`src/rtl/circular_list_deque_with_search_assert.svh`:
```
// assertion macros shared by the deque rtl
// expects clk and rst_n in the scope where a macro is used
`ifndef CIRCULAR_LIST_DEQUE_WITH_SEARCH_ASSERT_SVH
`define CIRCULAR_LIST_DEQUE_WITH_SEARCH_ASSERT_SVH

`ifndef SYNTHESIS

`define CLDQ_ASSERT(lbl, prop) \
  lbl: assert property (@(posedge clk) disable iff (!rst_n) (prop)) \
    else $error("cldq assertion failed");

`define CLDQ_ASSERT_IMPL(lbl, ante, cons) \
  lbl: assert property (@(posedge clk) disable iff (!rst_n) (ante) |-> (cons)) \
    else $error("cldq implication failed");

`else

`define CLDQ_ASSERT(lbl, prop)

`define CLDQ_ASSERT_IMPL(lbl, ante, cons)

`endif

`endif

```
`src/rtl/cldq_pkg.sv`:
```
// types, constants and ring helpers for the deque with search
// used by the channel interfaces, controller, datapath and top level
`default_nettype none

package cldq_pkg;

  localparam int CAPACITY   = 16;
  localparam int DATA_WIDTH = 32;
  localparam int IDX_W      = $clog2(CAPACITY);
  localparam int CNT_W      = $clog2(CAPACITY + 1);
  localparam int SUM_W      = CNT_W + 1;
  localparam int FIELD_W    = 32;
  localparam int WIDE_W     = DATA_WIDTH + FIELD_W;
  localparam int ACT_W      = 3;
  localparam int STAT_W     = 2;
  localparam int POS_W      = 5;

  typedef enum logic [ACT_W-1:0] {
    ACT_PUSH_FRONT = 3'd0,
    ACT_PUSH_BACK  = 3'd1,
    ACT_POP_FRONT  = 3'd2,
    ACT_POP_BACK   = 3'd3,
    ACT_SEARCH     = 3'd4,
    ACT_DUMP       = 3'd5
  } action_t;

  typedef enum logic [STAT_W-1:0] {
    STAT_OK        = 2'd0,
    STAT_FULL      = 2'd1,
    STAT_EMPTY     = 2'd2,
    STAT_NOT_FOUND = 2'd3
  } status_t;

  typedef enum logic [2:0] {
    RES_STATUS,
    RES_POP,
    RES_FOUND,
    RES_NOT_FOUND,
    RES_ENTRY
  } res_kind_t;

  typedef enum logic [1:0] {
    ST_IDLE,
    ST_POP,
    ST_SCAN
  } state_t;

  typedef struct packed {
    logic      push_front;
    logic      push_back;
    logic      pop_front;
    logic      pop_back;
    logic      scan_start;
    logic      scan_next;
    logic      ld_out;
    res_kind_t kind;
    status_t   code;
  } cmd_t;

  typedef struct packed {
    logic empty;
    logic full;
    logic match;
    logic at_end;
  } sts_t;

  // slot of the k-th entry counted from the front
  function automatic logic [IDX_W-1:0] ring_add(logic [IDX_W-1:0] front,
                                                logic [CNT_W-1:0] k);
    logic [SUM_W-1:0] s;
    s = SUM_W'(front) + SUM_W'(k);
    if (s >= SUM_W'(CAPACITY)) begin
      s = s - SUM_W'(CAPACITY);
    end
    return s[IDX_W-1:0];
  endfunction

  function automatic logic [IDX_W-1:0] ring_dec(logic [IDX_W-1:0] front);
    logic [IDX_W-1:0] r;
    if (front == '0) begin
      r = IDX_W'(CAPACITY - 1);
    end else begin
      r = front - IDX_W'(1);
    end
    return r;
  endfunction

  function automatic logic [DATA_WIDTH-1:0] fit_in(logic [FIELD_W-1:0] v);
    logic [WIDE_W-1:0] t;
    t = WIDE_W'(v);
    return t[DATA_WIDTH-1:0];
  endfunction

  function automatic logic [FIELD_W-1:0] fit_out(logic [DATA_WIDTH-1:0] d);
    logic [WIDE_W-1:0] t;
    t = WIDE_W'(d);
    return t[FIELD_W-1:0];
  endfunction

endpackage

`default_nettype wire

```
`src/rtl/cldq_if.sv`:
```
// request and result channel interfaces of the deque
// depends on cldq_pkg
`default_nettype none

interface cldq_in_if import cldq_pkg::*; ();
  logic                       valid;
  logic                       ready;
  logic [ACT_W-1:0]           action;
  logic signed [FIELD_W-1:0]  data_in;

  modport source (output valid, output action, output data_in, input ready);
  modport sink   (input valid, input action, input data_in, output ready);
endinterface

interface cldq_out_if import cldq_pkg::*; ();
  logic                       valid;
  logic                       ready;
  logic [STAT_W-1:0]          status;
  logic signed [FIELD_W-1:0]  value_out;
  logic [POS_W-1:0]           position;
  logic                       last;

  modport source (output valid, output status, output value_out, output position,
                  output last, input ready);
  modport sink   (input valid, input status, input value_out, input position,
                  input last, output ready);
endinterface

`default_nettype wire

```
`src/rtl/cldq_ctrl.sv`:
```
// request sequencer: decodes requests, steps pops and scans, owns result valid
// depends on cldq_pkg and the assertion macro header
`default_nettype none
`include "circular_list_deque_with_search_assert.svh"

module cldq_ctrl import cldq_pkg::*; (
  input  logic             clk,
  input  logic             rst_n,
  input  logic             in_valid,
  input  logic [ACT_W-1:0] in_action,
  output logic             in_ready,
  output logic             out_valid,
  input  logic             out_ready,
  input  sts_t             sts,
  output cmd_t             cmd
);

  state_t  state_r, state_nxt;
  logic    dump_r, dump_nxt;
  logic    out_valid_r, out_valid_nxt;
  logic    out_free;
  logic    accept;
  action_t act;

  assign act       = action_t'(in_action);
  assign out_free  = !out_valid_r || out_ready;
  assign in_ready  = (state_r == ST_IDLE) && out_free;
  assign accept    = in_valid && in_ready;
  assign out_valid = out_valid_r;

  // next state
  always_comb begin
    state_nxt = state_r;
    dump_nxt  = dump_r;
    unique case (state_r)
      ST_IDLE: begin
        if (accept) begin
          dump_nxt = (act == ACT_DUMP);
          case (act) inside
            ACT_POP_FRONT, ACT_POP_BACK: begin
              if (!sts.empty) state_nxt = ST_POP;
            end
            ACT_SEARCH, ACT_DUMP: begin
              if (!sts.empty) state_nxt = ST_SCAN;
            end
            default: state_nxt = ST_IDLE;
          endcase
        end
      end
      ST_POP: begin
        if (out_free) state_nxt = ST_IDLE;
      end
      ST_SCAN: begin
        if (dump_r) begin
          if (out_free && sts.at_end) state_nxt = ST_IDLE;
        end else if (out_free && (sts.match || sts.at_end)) begin
          state_nxt = ST_IDLE;
        end
      end
      default: state_nxt = ST_IDLE;
    endcase
  end

  // datapath commands
  always_comb begin
    cmd      = '0;
    cmd.kind = RES_STATUS;
    cmd.code = STAT_OK;
    unique case (state_r)
      ST_IDLE: begin
        if (accept) begin
          case (act) inside
            ACT_PUSH_FRONT, ACT_PUSH_BACK: begin
              cmd.ld_out = 1'b1;
              if (sts.full) begin
                cmd.code = STAT_FULL;
              end else begin
                cmd.push_front = (act == ACT_PUSH_FRONT);
                cmd.push_back  = (act == ACT_PUSH_BACK);
              end
            end
            ACT_POP_FRONT, ACT_POP_BACK: begin
              if (sts.empty) begin
                cmd.ld_out = 1'b1;
                cmd.code   = STAT_EMPTY;
              end else begin
                cmd.pop_front = (act == ACT_POP_FRONT);
                cmd.pop_back  = (act == ACT_POP_BACK);
              end
            end
            ACT_SEARCH, ACT_DUMP: begin
              if (sts.empty) begin
                cmd.ld_out = 1'b1;
                cmd.code   = STAT_EMPTY;
              end else begin
                cmd.scan_start = 1'b1;
              end
            end
            default: cmd.ld_out = 1'b0;
          endcase
        end
      end
      ST_POP: begin
        cmd.kind   = RES_POP;
        cmd.ld_out = out_free;
      end
      ST_SCAN: begin
        if (dump_r) begin
          cmd.kind      = RES_ENTRY;
          cmd.ld_out    = out_free;
          cmd.scan_next = out_free && !sts.at_end;
        end else if (sts.match) begin
          cmd.kind   = RES_FOUND;
          cmd.ld_out = out_free;
        end else if (sts.at_end) begin
          cmd.kind   = RES_NOT_FOUND;
          cmd.ld_out = out_free;
        end else begin
          cmd.scan_next = 1'b1;
        end
      end
      default: cmd.ld_out = 1'b0;
    endcase
  end

  always_comb begin
    out_valid_nxt = out_valid_r;
    if (cmd.ld_out) begin
      out_valid_nxt = 1'b1;
    end else if (out_ready) begin
      out_valid_nxt = 1'b0;
    end
  end

  always_ff @(posedge clk) begin
    if (!rst_n) begin
      state_r     <= ST_IDLE;
      dump_r      <= 1'b0;
      out_valid_r <= 1'b0;
    end else begin
      state_r     <= state_nxt;
      dump_r      <= dump_nxt;
      out_valid_r <= out_valid_nxt;
    end
  end

  `CLDQ_ASSERT_IMPL(a_ld_into_free, cmd.ld_out, !out_valid_r || out_ready)
  `CLDQ_ASSERT_IMPL(a_scan_has_entries, state_r == ST_SCAN, !sts.empty)

endmodule

`default_nettype wire

```
`src/rtl/cldq_dp.sv`:
```
// datapath: ring store, front and count, scan index, result register
// depends on cldq_pkg and the assertion macro header
`default_nettype none
`include "circular_list_deque_with_search_assert.svh"

module cldq_dp import cldq_pkg::*; (
  input  logic                      clk,
  input  logic                      rst_n,
  input  logic [FIELD_W-1:0]        in_data,
  input  cmd_t                      cmd,
  output sts_t                      sts,
  output logic [STAT_W-1:0]         out_status,
  output logic signed [FIELD_W-1:0] out_value,
  output logic [POS_W-1:0]          out_position,
  output logic                      out_last
);

  logic [DATA_WIDTH-1:0] mem [CAPACITY];
  logic [DATA_WIDTH-1:0] rd_data_r;
  logic [DATA_WIDTH-1:0] key_r, key_nxt;
  logic [IDX_W-1:0]      front_r, front_nxt;
  logic [CNT_W-1:0]      count_r, count_nxt;
  logic [IDX_W-1:0]      idx_r, idx_nxt;
  logic [CNT_W-1:0]      idx_plus;
  logic [IDX_W-1:0]      rd_addr, wr_addr;
  logic                  rd_en, wr_en;
  logic [STAT_W-1:0]     status_r, status_nxt;
  logic [FIELD_W-1:0]    value_r, value_nxt;
  logic [POS_W-1:0]      pos_r, pos_nxt;
  logic                  last_r, last_nxt;

  assign idx_plus   = CNT_W'(idx_r) + CNT_W'(1);
  assign sts.empty  = (count_r == '0);
  assign sts.full   = (count_r == CNT_W'(CAPACITY));
  assign sts.match  = (rd_data_r == key_r);
  assign sts.at_end = (idx_plus == count_r);

  assign wr_en = cmd.push_front || cmd.push_back;
  assign rd_en = cmd.pop_front || cmd.pop_back || cmd.scan_start || cmd.scan_next;

  always_comb begin
    wr_addr   = ring_add(front_r, count_r);
    rd_addr   = front_r;
    front_nxt = front_r;
    count_nxt = count_r;
    idx_nxt   = idx_r;
    key_nxt   = key_r;
    if (cmd.push_front) begin
      wr_addr   = ring_dec(front_r);
      front_nxt = ring_dec(front_r);
      count_nxt = count_r + CNT_W'(1);
    end
    if (cmd.push_back) begin
      count_nxt = count_r + CNT_W'(1);
    end
    if (cmd.pop_front) begin
      front_nxt = ring_add(front_r, CNT_W'(1));
      count_nxt = count_r - CNT_W'(1);
    end
    if (cmd.pop_back) begin
      rd_addr   = ring_add(front_r, count_r - CNT_W'(1));
      count_nxt = count_r - CNT_W'(1);
    end
    if (cmd.scan_start) begin
      idx_nxt = '0;
      key_nxt = fit_in(in_data);
    end
    if (cmd.scan_next) begin
      rd_addr = ring_add(front_r, idx_plus);
      idx_nxt = idx_plus[IDX_W-1:0];
    end
  end

  // result register
  always_comb begin
    status_nxt = STAT_OK;
    value_nxt  = '0;
    pos_nxt    = '0;
    last_nxt   = 1'b1;
    case (cmd.kind)
      RES_STATUS:    status_nxt = cmd.code;
      RES_POP:       value_nxt  = fit_out(rd_data_r);
      RES_FOUND:     pos_nxt    = POS_W'(idx_plus);
      RES_NOT_FOUND: status_nxt = STAT_NOT_FOUND;
      RES_ENTRY: begin
        value_nxt = fit_out(rd_data_r);
        pos_nxt   = POS_W'(idx_plus);
        last_nxt  = sts.at_end;
      end
      default:       status_nxt = STAT_OK;
    endcase
  end

  always_ff @(posedge clk) begin
    if (wr_en) begin
      mem[wr_addr] <= fit_in(in_data);
    end
    if (rd_en) begin
      rd_data_r <= mem[rd_addr];
    end
  end

  always_ff @(posedge clk) begin
    idx_r <= idx_nxt;
    key_r <= key_nxt;
    if (cmd.ld_out) begin
      status_r <= status_nxt;
      value_r  <= value_nxt;
      pos_r    <= pos_nxt;
      last_r   <= last_nxt;
    end
  end

  always_ff @(posedge clk) begin
    if (!rst_n) begin
      front_r <= '0;
      count_r <= '0;
    end else begin
      front_r <= front_nxt;
      count_r <= count_nxt;
    end
  end

  assign out_status   = status_r;
  assign out_value    = value_r;
  assign out_position = pos_r;
  assign out_last     = last_r;

  `CLDQ_ASSERT(a_count_in_range, count_r <= CNT_W'(CAPACITY))
  `CLDQ_ASSERT_IMPL(a_push_has_room, cmd.push_front || cmd.push_back, !sts.full)

endmodule

`default_nettype wire

```
`src/rtl/circular_list_deque_with_search.sv`:
```
// top level of the bounded deque with search and dump
// depends on cldq_pkg, cldq_if, cldq_ctrl and cldq_dp
`default_nettype none

// Bounded double-ended list of CAPACITY entries kept in a ring store.
// Each request on in_chan (push front/back, pop front/back, search, dump)
// is handled to completion before the next is taken; codes 6 and 7 are
// dropped without a result. Pushes, and any pop, search or dump on an
// empty list, give their single result in the cycle after acceptance.
// A pop is answered after the registered read of the ring store. Search
// reads one entry per cycle and stops at the first match or at the last
// entry; dump gives one result per cycle, count results marked with last
// on the final one, and pauses whenever out_chan is not ready.
// The result register lets a new request be taken in the cycle its
// predecessor's final result is consumed. The store is not cleared at
// reset; only entries that were pushed are ever read.
module circular_list_deque_with_search import cldq_pkg::*; (
  input  logic      clk,
  input  logic      rst_n,
  cldq_in_if.sink   in_chan,
  cldq_out_if.source out_chan
);

  cmd_t cmd;
  sts_t sts;

  cldq_ctrl u_ctrl (
    .clk       (clk),
    .rst_n     (rst_n),
    .in_valid  (in_chan.valid),
    .in_action (in_chan.action),
    .in_ready  (in_chan.ready),
    .out_valid (out_chan.valid),
    .out_ready (out_chan.ready),
    .sts       (sts),
    .cmd       (cmd)
  );

  cldq_dp u_dp (
    .clk          (clk),
    .rst_n        (rst_n),
    .in_data      (in_chan.data_in),
    .cmd          (cmd),
    .sts          (sts),
    .out_status   (out_chan.status),
    .out_value    (out_chan.value_out),
    .out_position (out_chan.position),
    .out_last     (out_chan.last)
  );

endmodule

`default_nettype wire

```
`src/flat_wrapper.sv`:
```
// flat-port wrapper written by rule: the top's interface ports become plain ports
module circular_list_deque_with_search_flat import cldq_pkg::*;
  (clk, rst_n, in_chan_valid, in_chan_action, in_chan_data_in, in_chan_ready, out_chan_valid, out_chan_status, out_chan_value_out, out_chan_position, out_chan_last, out_chan_ready);
  cldq_in_if in_chan_i ();
  cldq_out_if out_chan_i ();
  input  logic clk;
  input  logic rst_n;
  input wire logic [$bits(in_chan_i.valid)-1:0] in_chan_valid;
  input wire logic [$bits(in_chan_i.action)-1:0] in_chan_action;
  input wire logic [$bits(in_chan_i.data_in)-1:0] in_chan_data_in;
  output wire logic [$bits(in_chan_i.ready)-1:0] in_chan_ready;
  output wire logic [$bits(out_chan_i.valid)-1:0] out_chan_valid;
  output wire logic [$bits(out_chan_i.status)-1:0] out_chan_status;
  output wire logic [$bits(out_chan_i.value_out)-1:0] out_chan_value_out;
  output wire logic [$bits(out_chan_i.position)-1:0] out_chan_position;
  output wire logic [$bits(out_chan_i.last)-1:0] out_chan_last;
  input wire logic [$bits(out_chan_i.ready)-1:0] out_chan_ready;
  assign in_chan_i.valid = in_chan_valid;
  assign in_chan_i.action = in_chan_action;
  assign in_chan_i.data_in = in_chan_data_in;
  assign in_chan_ready = in_chan_i.ready;
  assign out_chan_valid = out_chan_i.valid;
  assign out_chan_status = out_chan_i.status;
  assign out_chan_value_out = out_chan_i.value_out;
  assign out_chan_position = out_chan_i.position;
  assign out_chan_last = out_chan_i.last;
  assign out_chan_i.ready = out_chan_ready;
  circular_list_deque_with_search u_core (.clk(clk), .rst_n(rst_n), .in_chan(in_chan_i), .out_chan(out_chan_i));
endmodule
```
`config.mk`:
```
export PLATFORM = sky130hd
export DESIGN_NAME = circular_list_deque_with_search_flat
export DESIGN_NICKNAME = d
export VERILOG_FILES = /design/src/rtl/cldq_pkg.sv /design/src/rtl/cldq_if.sv /design/src/rtl/cldq_ctrl.sv /design/src/rtl/cldq_dp.sv /design/src/rtl/circular_list_deque_with_search.sv /design/src/flat_wrapper.sv
export VERILOG_INCLUDE_DIRS = /design/src /design/src/rtl
export SDC_FILE = /design/constraint.sdc
export NUM_CORES = 1
export LEC_CHECK = 0
export ABC_AREA = 1
export BUFFER_PORTS_ARGS = -buffer_cell sky130_fd_sc_hd__clkbuf_2
export CAP_MARGIN = 10
export CORE_AREA = 2 2 241 243
export CTS_BUF_LIST = sky130_fd_sc_hd__clkbuf_8
export CTS_CLUSTER_SIZE = 10
export DETAILED_ROUTE_END_ITERATION = 10
export DIE_AREA = 0 0 243 245
export PLACE_DENSITY_LB_ADDON = 0.1
export SLEW_MARGIN = 20
export SYNTH_ARGS = -nofsm -noshare
export SYNTH_HDL_FRONTEND = slang
export SYNTH_SLANG_ARGS = --single-unit
```
`constraint.sdc`:
```
create_clock -name clk -period 6.1 [get_ports clk]
set_clock_uncertainty 0.05 [all_clocks]
set_input_delay 1.22 -clock clk [delete_from_list [all_inputs] [get_ports clk]]
set_output_delay 1.22 -clock clk [all_outputs]
set_load 0.01 [all_outputs]
```
## After elaboration in Yosys (flattened, before gate mapping)

Memories as Yosys holds them, arrays and structs flattened. A register that Yosys moved wholly into a read port is not among the register bits.
Cells that the tools add are included.

| storage, ports and cells | value |
|---|---|
| output and inout port bits | 42 |
| memories kept | 1 |
| input bits | 39 |
| RAM bits | 512 |
| bits in registers | 89 |

Memory list:

| memory | depth | bits a word | rd ports | clocked after memory_dff | write ports | line | RTL |
|---|---|---|---|---|---|---|---|
| u_core.u_dp.mem | 16 | 32 | 1 | 1 | 1 | cldq_dp.sv:18 | `logic [DATA_WIDTH-1:0] mem [CAPACITY];` |

| operators by class | value |
|---|---|
| reduce and logical (&&, ||, !) cells | 29 |
| order comparisons | 4 |
| equality and inequality tests | 20 |
| $add $sub $neg | 12 |
| multiplexer cells | 62 |

Operators by type and width:

| operator | count |
|---|---|
| $mux W4 | 14 |
| $mux W2 | 20 |
| $mux W5 | 7 |
| $eq A32 B32 Y1 | 1 |
| $sub A4 B1 Y4 const B | 5 |
| $add A4 B5 Y6 | 3 |
| $ge A6 B5 Y1 const B | 3 |
| $mux W1 | 17 |
| $eq A3 B2 Y1 const B | 4 |
| $ne A3 B3 Y1 const B | 4 |
| $add A4 B1 Y5 const B | 2 |
| $reduce_or A2 Y1 | 5 |
| $eq A3 B3 Y1 const B | 3 |
| $eq A3 B1 Y1 const B | 2 |
| $logic_not A3 Y1 | 2 |
| $logic_or A1 B1 Y1 | 6 |
| $pmux W2 S3 | 1 |
| $pmux W3 S2 | 1 |
| $reduce_and A6 Y1 | 1 |
| $reduce_bool A2 Y1 | 3 |
| $add A5 B1 Y5 const B | 1 |
| $eq A5 B5 Y1 | 1 |
| $eq A5 B5 Y1 const B | 1 |
| $ge A5 B5 Y1 const B | 1 |
| other kinds (13) | 19 |

## Longest topological paths before layout

Gate-level depths: netlist of the first run.

| logic depth | value |
|---|---|
| depth after elaboration | 11 |
| depth in mapped cells | 19 |
| depth with buffers taken out | 17 |

## Cells and area by module

Synthesis of the first run repeated with hierarchy kept, for this count alone.

| second synthesis, totals | value |
|---|---|
| cells, all modules | 2803 |
| area total of the unflattened synthesis | 28340.9 sq um |

Modules (own cells, without submodules):

| module | times used | area each (sq um) | cells an instance | sequential area each (sq um) |
|---|---|---|---|---|
| cldq_dp | 1 | 27890.5 | 2725 | 18798.0 |
| cldq_ctrl | 1 | 450.4 | 78 | 80.1 |

## Worst setup path after synthesis of the first run

Ideal clock, no wire load.

| timing | value |
|---|---|
| kind | input port to flip-flop |
| start | input out_chan_ready |
| end | register u_core.u_dp.rd_data_r[0], read port of u_core.u_dp.mem, enable pin |
| library setup time | 0.395 ns |
| stages on the path | 6 |
| data arrival time | 5.102 ns |
| slack | 0.554 ns |
| path buffers | 0 |
| cell sequence | nor2_1 > nor3b_4 > inv_1 > nor3_1 > inv_1 > nand3_1 |

RTL lines:

| what | line | RTL |
|---|---|---|
| start: declaration | flat_wrapper.sv:17 | `input wire logic [$bits(out_chan_i.ready)-1:0] out_chan_ready;` |
| end: declaration | cldq_dp.sv:19 | `logic [DATA_WIDTH-1:0] rd_data_r;` |

## Final worst setup path of the first run

| timing | value |
|---|---|
| start | register u_core.u_dp.rd_data_r[17], read port of u_core.u_dp.mem |
| end | register u_core.u_dp.rd_data_r[23], read port of u_core.u_dp.mem, data pin |

| on the way | value |
|---|---|
| cells in the longest elaborated chain, start to end | 5 |
| elaborated cells on any way between the ends | 6 |

Ends and longest elaborated chain:

| what | line | RTL |
|---|---|---|
| $eq A32 B32 Y1 * | cldq_dp.sv:35 | `assign sts.match = (rd_data_r == key_r);` |
| $mux W1 * | cldq_ctrl.sv:112 | `end else if (sts.match) begin` |
| $mux W5 * | cldq_ctrl.sv:108 | `if (dump_r) begin` |
| $mux W1 * | cldq_ctrl.sv:69 | `unique case (state_r)` |
| $mux W4 / $logic_or A1 B1 Y1 (equally long branches) | cldq_dp.sv:68, cldq_dp.sv:39 |  |

Every way passes the cells marked *; elsewhere a longest branch is shown, timed or not.
A chain may end at the register's enable or synchronous reset.

==> results of run 1 <==
kinds of logic after synthesis:
kind of cell             share of synthesized area (%)
buffers and inverters                            10.34
AND/OR/NAND/NOR                                  19.56
XOR/XNOR                                         1.383
flip-flops                                       66.66
AO/OA/AOI/OAI                                   0.9190
adder cells (fa/ha/maj)                          1.140
state kept, by name, summed over array words and instances (netlist names):
| signal | flops |
|---|---|
| u_core.u_ctrl.dump_r | 1 |
| u_core.u_ctrl.out_valid | 1 |
| u_core.u_ctrl.state_r | 2 |
| u_core.u_dp.count_r | 5 |
| u_core.u_dp.front_r | 4 |
| u_core.u_dp.idx_r | 4 |
| u_core.u_dp.key_r | 32 |
| u_core.u_dp.mem | 512 |
| u_core.u_dp.out_last | 1 |
| u_core.u_dp.out_position | 5 |
| u_core.u_dp.out_status | 2 |
| u_core.u_dp.out_value | 32 |
| u_core.u_dp.rd_data_r | 32 |
stage by stage:
step	hold slack (ps)	utilization, %	cell area [µm²]
global route	496.3	55.78	31820
global placement	453.5	51.93	29620
detailed placement	451.3	52.33	29840
CTS	462.4	55.78	31820
floorplan	409.0	-	28320
finish	466.0	55.78	31820
final cells by class:
class,count,area (µm²)
inverters,605,2271
multi-input cells,1338,6754
flip-flops and latches,633,18880
repair buffers,128,983.4
clock buffers,111,1528
well taps,765,957.2
clock inverters,84,444.2
fillers,4995,25220
synthesized netlist by cell type (all sizes together):
master | count | area, µm²
a211oi | 2 | 15.01
a21o | 1 | 7.510
a21oi | 18 | 90.09
a221oi | 2 | 17.52
a31oi | 2 | 12.51
buf | 101 | 563.0
clkbuf | 25 | 95.09
dfxtp | 13 | 260.3
edfxtp | 620 | 18620
fa | 3 | 60.06
ha | 21 | 262.8
inv | 605 | 2271
nand2 | 488 | 1868
nand3 | 637 | 3236
nand4 | 5 | 31.28
nor2 | 88 | 349.1
nor3 | 5 | 30.03
nor3b | 1 | 18.77
o211ai | 1 | 7.510
o21ai | 17 | 88.84
o22ai | 1 | 6.260
o31ai | 2 | 15.01
or2 | 1 | 6.260
xnor2 | 28 | 252.8
xor2 | 15 | 138.9
report_power, final:
part	switching [mW]	internal (mW)
clock network	1.70	1.84
registers	0.161	5.19
logic	2.31	0.996
total	4.17	8.03
worst max-delay path: stages (launching register included):
cell,delay [ps]
sky130_fd_sc_hd__edfxtp_1,450
sky130_fd_sc_hd__inv_1,110
sky130_fd_sc_hd__nand2_1,50
sky130_fd_sc_hd__nand2_1,60
sky130_fd_sc_hd__nand2_1,70
sky130_fd_sc_hd__nor2_1,230
sky130_fd_sc_hd__nand2_1,200
sky130_fd_sc_hd__nor2_1,470
sky130_fd_sc_hd__nand2_1,230
sky130_fd_sc_hd__nand3_4,180
sky130_fd_sc_hd__nand2_8,120
sky130_fd_sc_hd__inv_2,160
sky130_fd_sc_hd__nand2_1,100
sky130_fd_sc_hd__nand2_2,80
sky130_fd_sc_hd__clkinv_1,730
sky130_fd_sc_hd__buf_4,530
sky130_fd_sc_hd__nand3_1,220
sky130_fd_sc_hd__nand2_1,80
per-layer routing:
layer  wire length [µm]  GRT usage (%)  part of all wire, %
met3               4395          3.619                  6.0
met4               1699          8.030                  2.3
met1              32110          33.48                   44
met5                  0              0                    0
met2              35560          42.16                   48
worst max path at each step:
stage,slack (ps),to,depth (start not counted)
2_1_floorplan,550,u_core.u_dp.rd_data_r[0],6
3_3_place_gp,1310,u_core.u_dp.mem[8][14],11
3_5_place_dp,1360,u_core.u_dp.mem[6][13],12
4_1_cts,1680,u_core.u_dp.rd_data_r[23],15
5_1_grt,1550,u_core.u_dp.rd_data_r[16],18
6_report,1670,u_core.u_dp.rd_data_r[23],17
==> results.py, run 1 <==
metrics = {
    "run_status": {
        "outcome": "finished, final reports clean",
    },
    "setup_path": {
        "timing_worst_setup_path_type": "reg2reg",
        "worstReg2RegStart": "u_core.u_dp.rd_data_r[17]",
        "setup.reg_to_reg.worst_slack_ps": 1670,
        "cp_max_fo": 17,
        "worstSetupStartpointType": "flip-flop",
        "timing.critical_path.from": "u_core.u_dp.rd_data_r[17]",
        "worst_ep_required_time_ps": 6470,
        "timing.critical_path.to_type": "flip-flop",
        "reg2reg_depth": 17,
        "timing.critical_path.arrival_ps": 4800,
        "worstReg2RegEnd": "u_core.u_dp.rd_data_r[23]",
    },
    "grt": {
        "grt_first_pass_wirelength_mm": 112.9,
        "grt.overflow.total": 0,
        "antenna_found_initial": 0,
        "first_global_vias": 18800,
        "pin_count_of_the_biggest_net_entering_global_routing": 130,
        "grt_use_total_pct": 24.97,
    },
    "clocking": {
        "htree_levels": 3,
        "cts_tree": "done",
        "clkSinkCount": 633,
        "path_clk_slew_ps": 60,
        "clkLatencyLatePin_ps": 690,
        "cts_buffers": 106,
        "ctsLongestPathBuffers": 3,
        "cts_post_setup_buffers_inserted": 0,
        "cts_root_buffer": "sky130_fd_sc_hd__clkbuf_8",
        "cts.repair.resized": 0,
        "ctsHoldBuffers": 0,
    },
    "yosys": {
        "avgSynthCellArea_um2": 10.48,
        "netlist_instances": 2702,
        "syn-cell-area_um2": 28320,
        "mappedNetlistNets": 2765,
        "yosys_warnings": 0,
        "synth_cell_types": 42,
        "ys_ff_latch": 633,
        "yosysSeqAreaShare_pct": 66.66,
    },
    "timing": {
        "setup_tns_ps": 0,
        "setup_viol_count_final": 0,
        "fmax_mhz": 225.9,
        "grt_setup_unrepaired": "no",
        "min_period_over_period_pct": 72.57,
        "crit_path_time_final_ps": 4427,
        "maxSlewViolCount": 0,
        "timing.max_slew.rel_slack_pct": 24.39,
        "finalHoldViolCount": 0,
        "final_critical_path_setup_slack_ps": 1673,
        "timing_worst_slew_pin_value_ps": 1134,
    },
    "routing": {
        "wl_per_cell_um": 20.13,
        "detailedRoute.firstPassIterationCount": 5,
        "drt.antenna.violating_nets": 0,
        "remaining_drc_errors": 0,
        "routed_wirelength_mm": 73.77,
        "drt_first_iter_violations": 1462,
        "vias_per_cell": 5.212,
        "num_vias": 19100,
    },
    "flow_run": {
        "cap_violations": 0,
    },
    "floorplanning": {
        "design.core.area_um2": 57030,
        "die_width_um": 243,
        "dieArea_um2": 59540,
        "core.rowCount": 88,
        "ios": 81,
        "floorplan.initialDensity_pct": 49.66,
        "die_y_um": 245,
    },
    "placement": {
        "pre_cts_slack_ps": 1361,
        "gpl.final_weighted_congestion": 0.8143,
        "place.detailed.instances": 3469,
        "place.detailed.hpwl_mm": 42.12,
        "io_buffer_count": 80,
    },
    "min_path": {
        "depth_of_the_worst_hold_timing_path": 2,
        "holdPathEnd": "u_core.u_ctrl.dump_r",
        "hold_path.class": "reg2reg",
        "worstHoldStart": "u_core.u_ctrl.dump_r",
    },
    "final_layout": {
        "mostFrequentLayoutCells": "635 x sky130_fd_sc_hd__inv_1, 630 x sky130_fd_sc_hd__nand3_1, 620 x sky130_fd_sc_hd__edfxtp_1",
        "insertedDiodeCount": 0,
        "drive_gt1_share_pct": 10.59,
        "syn_to_layout_area_delta_pct": 12.34,
        "post_route_insts_no_fill": 3664,
        "layout.cells.most_common": "sky130_fd_sc_hd__inv_1",
        "layout.nets": 2875,
    },
    "power_and_ir_drop": {
        "power.density_nw_per_um2": 383.7,
        "irDropWorstVdd_mv": 0.3800,
        "design_power_total_mw": 12.21,
        "power_leakage_nw": 13.65,
    },
}
Note: power is estimated with default switching activity, not from simulation.
==> run 2, diff against run 1 <==
--- a/config.mk
+++ b/config.mk
@@ -6,14 +6,14 @@
 export SDC_FILE = /design/constraint.sdc
 export NUM_CORES = 1
 export LEC_CHECK = 0
-export ABC_AREA = 1
+export ABC_AREA = 0
 export BUFFER_PORTS_ARGS = -buffer_cell sky130_fd_sc_hd__clkbuf_2
 export CAP_MARGIN = 10
-export CORE_AREA = 2 2 241 243
+export CORE_AREA = 2 2 232 234
 export CTS_BUF_LIST = sky130_fd_sc_hd__clkbuf_8
 export CTS_CLUSTER_SIZE = 10
 export DETAILED_ROUTE_END_ITERATION = 10
-export DIE_AREA = 0 0 243 245
+export DIE_AREA = 0 0 234 236
 export PLACE_DENSITY_LB_ADDON = 0.1
 export SLEW_MARGIN = 20
 export SYNTH_ARGS = -nofsm -noshare
==> constraint.sdc (replaced) <==
create_clock -name clk -period 4.3 [get_ports clk]
set_clock_uncertainty 0.05 [all_clocks]
set_input_delay 0.86 -clock clk [delete_from_list [all_inputs] [get_ports clk]]
set_output_delay 0.86 -clock clk [all_outputs]
set_load 0.01 [all_outputs]
==> run 2 against run 1 <==
Sequential cell count stayed put. Non-clock buffer count is 104 higher. Sequential share of layout area is 2.5 points higher. Routed wire length is 8.7% lower.
==> results.py, run 2 <==
metrics = {
    "timing": {
        "timing_worst_slew_pin_value_ps": 1089,
        "fmax_mhz": 245.8,
        "finalHoldViolCount": 0,
        "setup_viol_count_final": 0,
        "grt_setup_unrepaired": "no",
        "timing.max_slew.rel_slack_pct": 27.22,
        "maxSlewViolCount": 0,
        "final_critical_path_setup_slack_ps": 232.4,
        "min_period_over_period_pct": 94.60,
        "setup_tns_ps": 0,
        "crit_path_time_final_ps": 4068,
    },
    "run_status": {
        "outcome": "finished, final reports clean",
    },
    "placement": {
        "post_dp_cell_area_um2": 28780,
        "io_buffer_count": 80,
        "gpl.final_weighted_congestion": 0.8018,
        "place.detailed.hpwl_mm": 39.56,
        "pre_cts_slack_ps": 301.6,
    },
    "final_layout": {
        "syn_to_layout_area_delta_pct": 16.68,
        "layout.cells.most_common": "sky130_fd_sc_hd__edfxtp_1",
        "finalInstanceArea_um2": 30550,
        "mostFrequentLayoutCells": "620 x sky130_fd_sc_hd__edfxtp_1, 130 x sky130_fd_sc_hd__mux2i_1, 129 x sky130_fd_sc_hd__and3_1, 129 x sky130_fd_sc_hd__a211oi_1, 126 x sky130_fd_sc_hd__a2111oi_0",
        "final-seq-area_um2": 18880,
        "layout.nets": 1896,
        "fill_cells": 4122,
        "flip_flop_count_of_the_largest_register_after_layout": 512,
        "drive_gt1_share_pct": 20.73,
        "top_register": "u_core.u_dp.mem",
        "multi_input_area_um2": 6803,
    },
    "yosys": {
        "mappedNetlistNets": 1680,
        "asr_flop_ratio_synth_pct": 0,
        "avgSynthCellArea_um2": 16.19,
        "synth_cell_types": 65,
        "syn-cell-area_um2": 26180,
        "yosysSeqAreaShare_pct": 72.10,
        "synthDominantCellAreaShare_pct": 71.11,
        "synth_top_cell_by_area": "sky130_fd_sc_hd__edfxtp_1",
        "ys_ff_latch": 633,
        "synth_enable_flop_cells": 620,
        "synth.top_cells.by_count": "620 x sky130_fd_sc_hd__edfxtp_1, 131 x sky130_fd_sc_hd__mux2i_1, 129 x sky130_fd_sc_hd__a211oi_1, 129 x sky130_fd_sc_hd__and3_1, 126 x sky130_fd_sc_hd__a2111oi_0",
        "synth_most_common_cell": "sky130_fd_sc_hd__edfxtp_1",
        "netlist_instances": 1617,
        "synth_ff_type": "sky130_fd_sc_hd__edfxtp_1",
        "synth.area.top_cells": "sky130_fd_sc_hd__edfxtp_1 71%, sky130_fd_sc_hd__mux2i_1 5.0%, sky130_fd_sc_hd__a2111oi_0 4.2%",
        "yosys_warnings": 0,
    },
    "power_and_ir_drop": {
        "irDropWorstVdd_mv": 0.3110,
        "power.density_nw_per_um2": 433.8,
        "power_leakage_nw": 10.43,
    },
    "clocking": {
        "ctsHoldBuffers": 0,
        "htree_levels": 3,
        "ctsLongestPathBuffers": 3,
        "clkSinkCount": 633,
        "cts_tree": "done",
        "clkLatencyLatePin_ps": 700,
        "cts_post_setup_buffers_inserted": 0,
        "cts_buffers": 102,
        "cts_root_buffer": "sky130_fd_sc_hd__clkbuf_8",
        "cts.repair.resized": 0,
        "path_clk_slew_ps": 60,
    },
    "setup_path": {
        "worstReg2RegEnd": "u_core.u_dp.rd_data_r[31]",
        "worstReg2RegStart": "u_core.u_dp.rd_data_r[13]",
        "reg2reg_depth": 12,
        "timing_worst_setup_path_type": "reg2reg",
        "timing.critical_path.to_type": "flip-flop",
        "setup.reg_to_reg.worst_slack_ps": 230,
        "timing.critical_path.arrival_ps": 4430,
        "worst_ep_required_time_ps": 4660,
        "worstSetupStartpointType": "flip-flop",
        "cp_max_fo": 21,
    },
    "floorplanning": {
        "die_y_um": 236,
        "dieArea_um2": 55220,
        "design.core.area_um2": 53070,
        "floorplan.initialDensity_pct": 49.34,
        "ios": 81,
        "core.rowCount": 85,
        "die_width_um": 234,
    },
    "min_path": {
        "hold_path.class": "reg2reg",
        "worstHoldStart": "u_core.u_dp.rd_data_r[20]",
        "depth_of_the_worst_hold_timing_path": 1,
        "holdPathEnd": "u_core.u_dp.out_value[20]",
    },
    "routing": {
        "drt.antenna.violating_nets": 0,
        "remaining_drc_errors": 0,
        "vias_per_cell": 5.950,
        "detailedRoute.firstPassIterationCount": 5,
        "num_vias": 15490,
        "routed_wirelength_mm": 67.33,
        "wl_per_cell_um": 25.87,
        "drt_first_iter_violations": 1348,
    },
    "grt": {
        "first_global_vias": 15380,
        "grt_first_pass_wirelength_mm": 99.13,
        "antenna_found_initial": 1,
        "grt.overflow.total": 0,
        "grt_use_total_pct": 24.74,
        "pin_count_of_the_biggest_net_entering_global_routing": 83,
    },
    "flow_run": {
        "cap_violations": 0,
    },
}
run 2: worst max-delay path, cell delays in order, from the launching register on:
cell                        delay, ps
sky130_fd_sc_hd__edfxtp_1         430
sky130_fd_sc_hd__xor2_1           220
sky130_fd_sc_hd__nor4_1           540
sky130_fd_sc_hd__nand4_1          240
sky130_fd_sc_hd__buf_4            210
sky130_fd_sc_hd__o31ai_4          200
sky130_fd_sc_hd__buf_4            170
sky130_fd_sc_hd__or3_4            130
sky130_fd_sc_hd__and2_4           300
sky130_fd_sc_hd__buf_12           230
sky130_fd_sc_hd__mux2i_1          330
sky130_fd_sc_hd__a2111oi_0        140
sky130_fd_sc_hd__or4_1            540
run 2: layout make-up:
type	count	area share, %
flip-flops and latches	633	61.79
clock buffers	105	4.730
well taps	696	2.850
multi-input cells	848	22.27
clock inverters	71	1.053
repair buffers	232	7.093
diodes	2	0.01638
inverters	16	0.1966
run 2: through the flow:
| stage | util [%] | total power, mW | cells | hold WS, ps |
|---|---|---|---|---|
| floorplan | - | 8.031 | 1617 | 507.5 |
| global placement | 54.23 | 8.785 | 2425 | 530.0 |
| detailed placement | 54.23 | 8.807 | 2425 | 524.0 |
| CTS | 57.56 | 13.37 | 2601 | 485.9 |
| global route | 57.57 | 13.77 | 2603 | 532.4 |
| finish | 57.57 | 13.25 | 2603 | 527.1 |
run 2: worst max path at each step:
stage,from,to,slack [ps],cells past startpoint
after floorplan,u_core.u_dp.idx_r[0],u_core.u_dp.out_last,30,8
after global placement,u_core.u_dp.rd_data_r[13],u_core.u_dp.rd_data_r[31],280,12
after detailed placement,u_core.u_dp.rd_data_r[13],u_core.u_dp.rd_data_r[31],300,12
after CTS,u_core.u_dp.rd_data_r[13],u_core.u_dp.rd_data_r[31],270,12
after global routing,u_core.u_dp.idx_r[0],u_core.u_dp.rd_data_r[16],90,12
final,u_core.u_dp.rd_data_r[13],u_core.u_dp.rd_data_r[31],230,12
run 2: cells by family (layout without fill, tap and decap cells):
logic type               Yosys count  after routing  share of synthesized area [%]
AO/OA/AOI/OAI                    318            318                          9.711
XOR/XNOR                          51             51                          1.935
adder cells (fa/ha/maj)           24             24                          1.233
buffers and inverters            136            424                          2.671
flip-flops                       633            633                          72.10
multiplexers                     133            133                          5.094
other                              0              2                              0
AND/OR/NAND/NOR                  322            322                          7.254
run 2: report_power, final:
group | total, mW | internal, mW | switching (mW)
registers | 7.03 | 6.96 | 0.0686
logic | 1.66 | 0.652 | 1.00
clock network | 4.57 | 2.30 | 2.26
run 2: layer usage:
| metal | global-route usage (%) | up-vias | wire length (µm) |
|---|---|---|---|
| met5 | 0 | - | 0 |
| met4 | 7.537 | 0 | 1329 |
| met3 | 4.654 | 84 | 4350 |
| met2 | 39.50 | 566 | 32300 |
| met1 | 34.56 | 7804 | 29350 |
| li1 | - | 7033 | - |
==> run 3, diff against run 2 <==
--- a/config.mk
+++ b/config.mk
@@ -9,12 +9,15 @@
 export ABC_AREA = 0
 export BUFFER_PORTS_ARGS = -buffer_cell sky130_fd_sc_hd__clkbuf_2
 export CAP_MARGIN = 10
+export CELL_PAD_IN_SITES_DETAIL_PLACEMENT = 0
+export CELL_PAD_IN_SITES_GLOBAL_PLACEMENT = 1
 export CORE_AREA = 2 2 232 234
 export CTS_BUF_LIST = sky130_fd_sc_hd__clkbuf_8
 export CTS_CLUSTER_SIZE = 10
 export DETAILED_ROUTE_END_ITERATION = 10
 export DIE_AREA = 0 0 234 236
 export PLACE_DENSITY_LB_ADDON = 0.1
+export SKIP_CTS_REPAIR_TIMING = 1
 export SLEW_MARGIN = 20
 export SYNTH_ARGS = -nofsm -noshare
 export SYNTH_HDL_FRONTEND = slang
==> run 3 against run 2 <==
Total power grew 0.62%. Critical path depth is the same. Sequential power about the same. Combinational power shrank 5%. Clock-buffer cell count down 2. Global-route usage up 0.62 points. Sequential share of layout area is 0.90 points higher. Die area stayed put. Worst setup slack lost 81 ps. Fmax is 2.0% lower. Hold slack got worse by 22 ps. Clock power up 4%. Largest power group unchanged. Highest routed layer is now met5.
==> results.py, run 3 (synthesis gave the netlist of run 2 again) <==
metrics = {
    "final_layout": {
        "drive_gt1_share_pct": 18.17,
        "utilization_pct": 56.74,
        "finalInstanceArea_um2": 30110,
        "layout.nets": 1835,
        "flip_flop_count_of_the_largest_register_after_layout": 512,
        "layout.cells.most_common": "sky130_fd_sc_hd__edfxtp_1",
        "top_register": "u_core.u_dp.mem",
        "mostFrequentLayoutCells": "620 x sky130_fd_sc_hd__edfxtp_1, 130 x sky130_fd_sc_hd__mux2i_1, 129 x sky130_fd_sc_hd__and3_1",
        "post_route_insts_no_fill": 2554,
        "syn_to_layout_area_delta_pct": 15.01,
    },
    "timing": {
        "holdWs_ps": 505.3,
        "crit_path_time_final_ps": 4149,
        "maxSlewViolCount": 0,
        "grt_setup_unrepaired": "no",
        "finalHoldViolCount": 0,
        "fmax_mhz": 241.0,
        "setup_viol_count_final": 0,
        "timing.max_slew.rel_slack_pct": 39.92,
        "final_critical_path_setup_slack_ps": 151.3,
        "setup_tns_ps": 0,
        "min_period_over_period_pct": 96.48,
        "timing_worst_slew_pin_value_ps": 899.2,
    },
    "setup_path": {
        "cp_max_fo": 45,
        "setup.reg_to_reg.worst_slack_ps": 150,
        "worstReg2RegEnd": "u_core.u_dp.rd_data_r[11]",
        "worstSetupStartpointType": "flip-flop",
        "timing_worst_setup_path_type": "reg2reg",
        "worstReg2RegStart": "u_core.u_dp.idx_r[0]",
        "timing.critical_path.to_type": "flip-flop",
        "worst_ep_required_time_ps": 4670,
        "timing.critical_path.arrival_ps": 4520,
        "reg2reg_depth": 12,
    },
    "grt": {
        "grt_first_pass_wirelength_mm": 101.3,
        "grt_use_total_pct": 25.37,
        "pin_count_of_the_biggest_net_entering_global_routing": 57,
        "first_global_vias": 15400,
        "antenna_found_initial": 4,
        "grt.overflow.total": 0,
    },
    "floorplanning": {
        "die_y_um": 236,
        "design.core.area_um2": 53070,
        "core.rowCount": 85,
        "dieArea_um2": 55220,
        "die_width_um": 234,
        "floorplan.initialDensity_pct": 49.34,
        "ios": 81,
    },
    "routing": {
        "remaining_drc_errors": 0,
        "detailedRoute.firstPassIterationCount": 5,
        "num_vias": 15280,
        "routed_wirelength_mm": 69.36,
        "drt.antenna.violating_nets": 0,
        "wl_per_cell_um": 27.16,
        "vias_per_cell": 5.984,
        "drt_first_iter_violations": 1290,
    },
    "clocking": {
        "htree_levels": 3,
        "cts_tree": "done",
        "clkLatencyLatePin_ps": 720,
        "cts_buffers": 102,
        "ctsLongestPathBuffers": 3,
        "cts_root_buffer": "sky130_fd_sc_hd__clkbuf_8",
        "clkSinkCount": 633,
        "path_clk_slew_ps": 60,
    },
    "min_path": {
        "worstHoldStart": "rst_n",
        "depth_of_the_worst_hold_timing_path": 3,
        "hold_path.class": "in2reg",
        "holdPathEnd": "u_core.u_dp.front_r[1]",
    },
    "power_and_ir_drop": {
        "power.density_nw_per_um2": 442.8,
        "power_leakage_nw": 10.15,
        "irDropWorstVdd_mv": 0.2530,
        "design_power_total_mw": 13.33,
    },
    "run_status": {
        "outcome": "finished, final reports clean",
    },
    "placement": {
        "post_dp_cell_area_um2": 28260,
        "pre_cts_slack_ps": 154.6,
        "place.detailed.hpwl_mm": 37.28,
        "gpl.final_weighted_congestion": 0.8012,
        "io_buffer_count": 80,
        "place.detailed.instances": 2364,
    },
    "flow_run": {
        "cap_violations": 0,
    },
}
-- run 3: routing by layer --
metal | wire [µm] | up-vias | global-route usage, %
met5 | 31 | - | 0
met4 | 1687 | 4 | 8.650
met3 | 3889 | 114 | 4.425
met1 | 29980 | 7767 | 34.42
li1 | - | 6922 | -
met2 | 33770 | 475 | 41.41
-- run 3: power by group --
| part | switching [mW] | total [mW] | internal (mW) | leakage [nW] |
|---|---|---|---|---|
| combinational | 1.00 | 1.58 | 0.571 | 3.37 |
| sequential | 0.0684 | 7.03 | 6.96 | 5.72 |
| clock | 2.38 | 4.73 | 2.35 | 1.07 |
-- run 3: worst max path at each step --
stage | end | depth (start not counted) | start | slack, ps
detailed placement | u_core.u_dp.rd_data_r[8] | 12 | u_core.u_dp.idx_r[0] | 150
finish | u_core.u_dp.rd_data_r[11] | 12 | u_core.u_dp.idx_r[0] | 150
global route | u_core.u_dp.rd_data_r[10] | 13 | u_core.u_dp.rd_data_r[16] | 30
floorplan | u_core.u_dp.out_last | 8 | u_core.u_dp.idx_r[0] | 30
global placement | u_core.u_dp.rd_data_r[10] | 12 | u_core.u_dp.rd_data_r[30] | 180
CTS | u_core.u_dp.rd_data_r[8] | 12 | u_core.u_dp.idx_r[0] | 110
-- run 3: worst max-delay path: stages (launching register included) --
cell	delay [ps]
sky130_fd_sc_hd__edfxtp_1	530
sky130_fd_sc_hd__ha_1	330
sky130_fd_sc_hd__xnor2_2	310
sky130_fd_sc_hd__a221oi_2	120
sky130_fd_sc_hd__o2111ai_4	320
sky130_fd_sc_hd__nand2_4	130
sky130_fd_sc_hd__or3_4	470
sky130_fd_sc_hd__buf_4	200
sky130_fd_sc_hd__buf_12	170
sky130_fd_sc_hd__and3_1	210
sky130_fd_sc_hd__a211oi_1	340
sky130_fd_sc_hd__a2111oi_0	140
sky130_fd_sc_hd__or4_1	510
-- run 3: area by class of cell --
| type | instances | area, µm² |
|---|---|---|
| Fill cell | 4245 | 22960 |
| Multi-Input combinational cell | 848 | 6808 |
| Tap cell | 696 | 870.8 |
| Clock inverter | 84 | 422.9 |
| Timing Repair Buffer | 171 | 1647 |
| Inverter | 16 | 60.06 |
| Clock buffer | 103 | 1418 |
| Antenna cell | 3 | 7.507 |
| Sequential cell | 633 | 18880 |
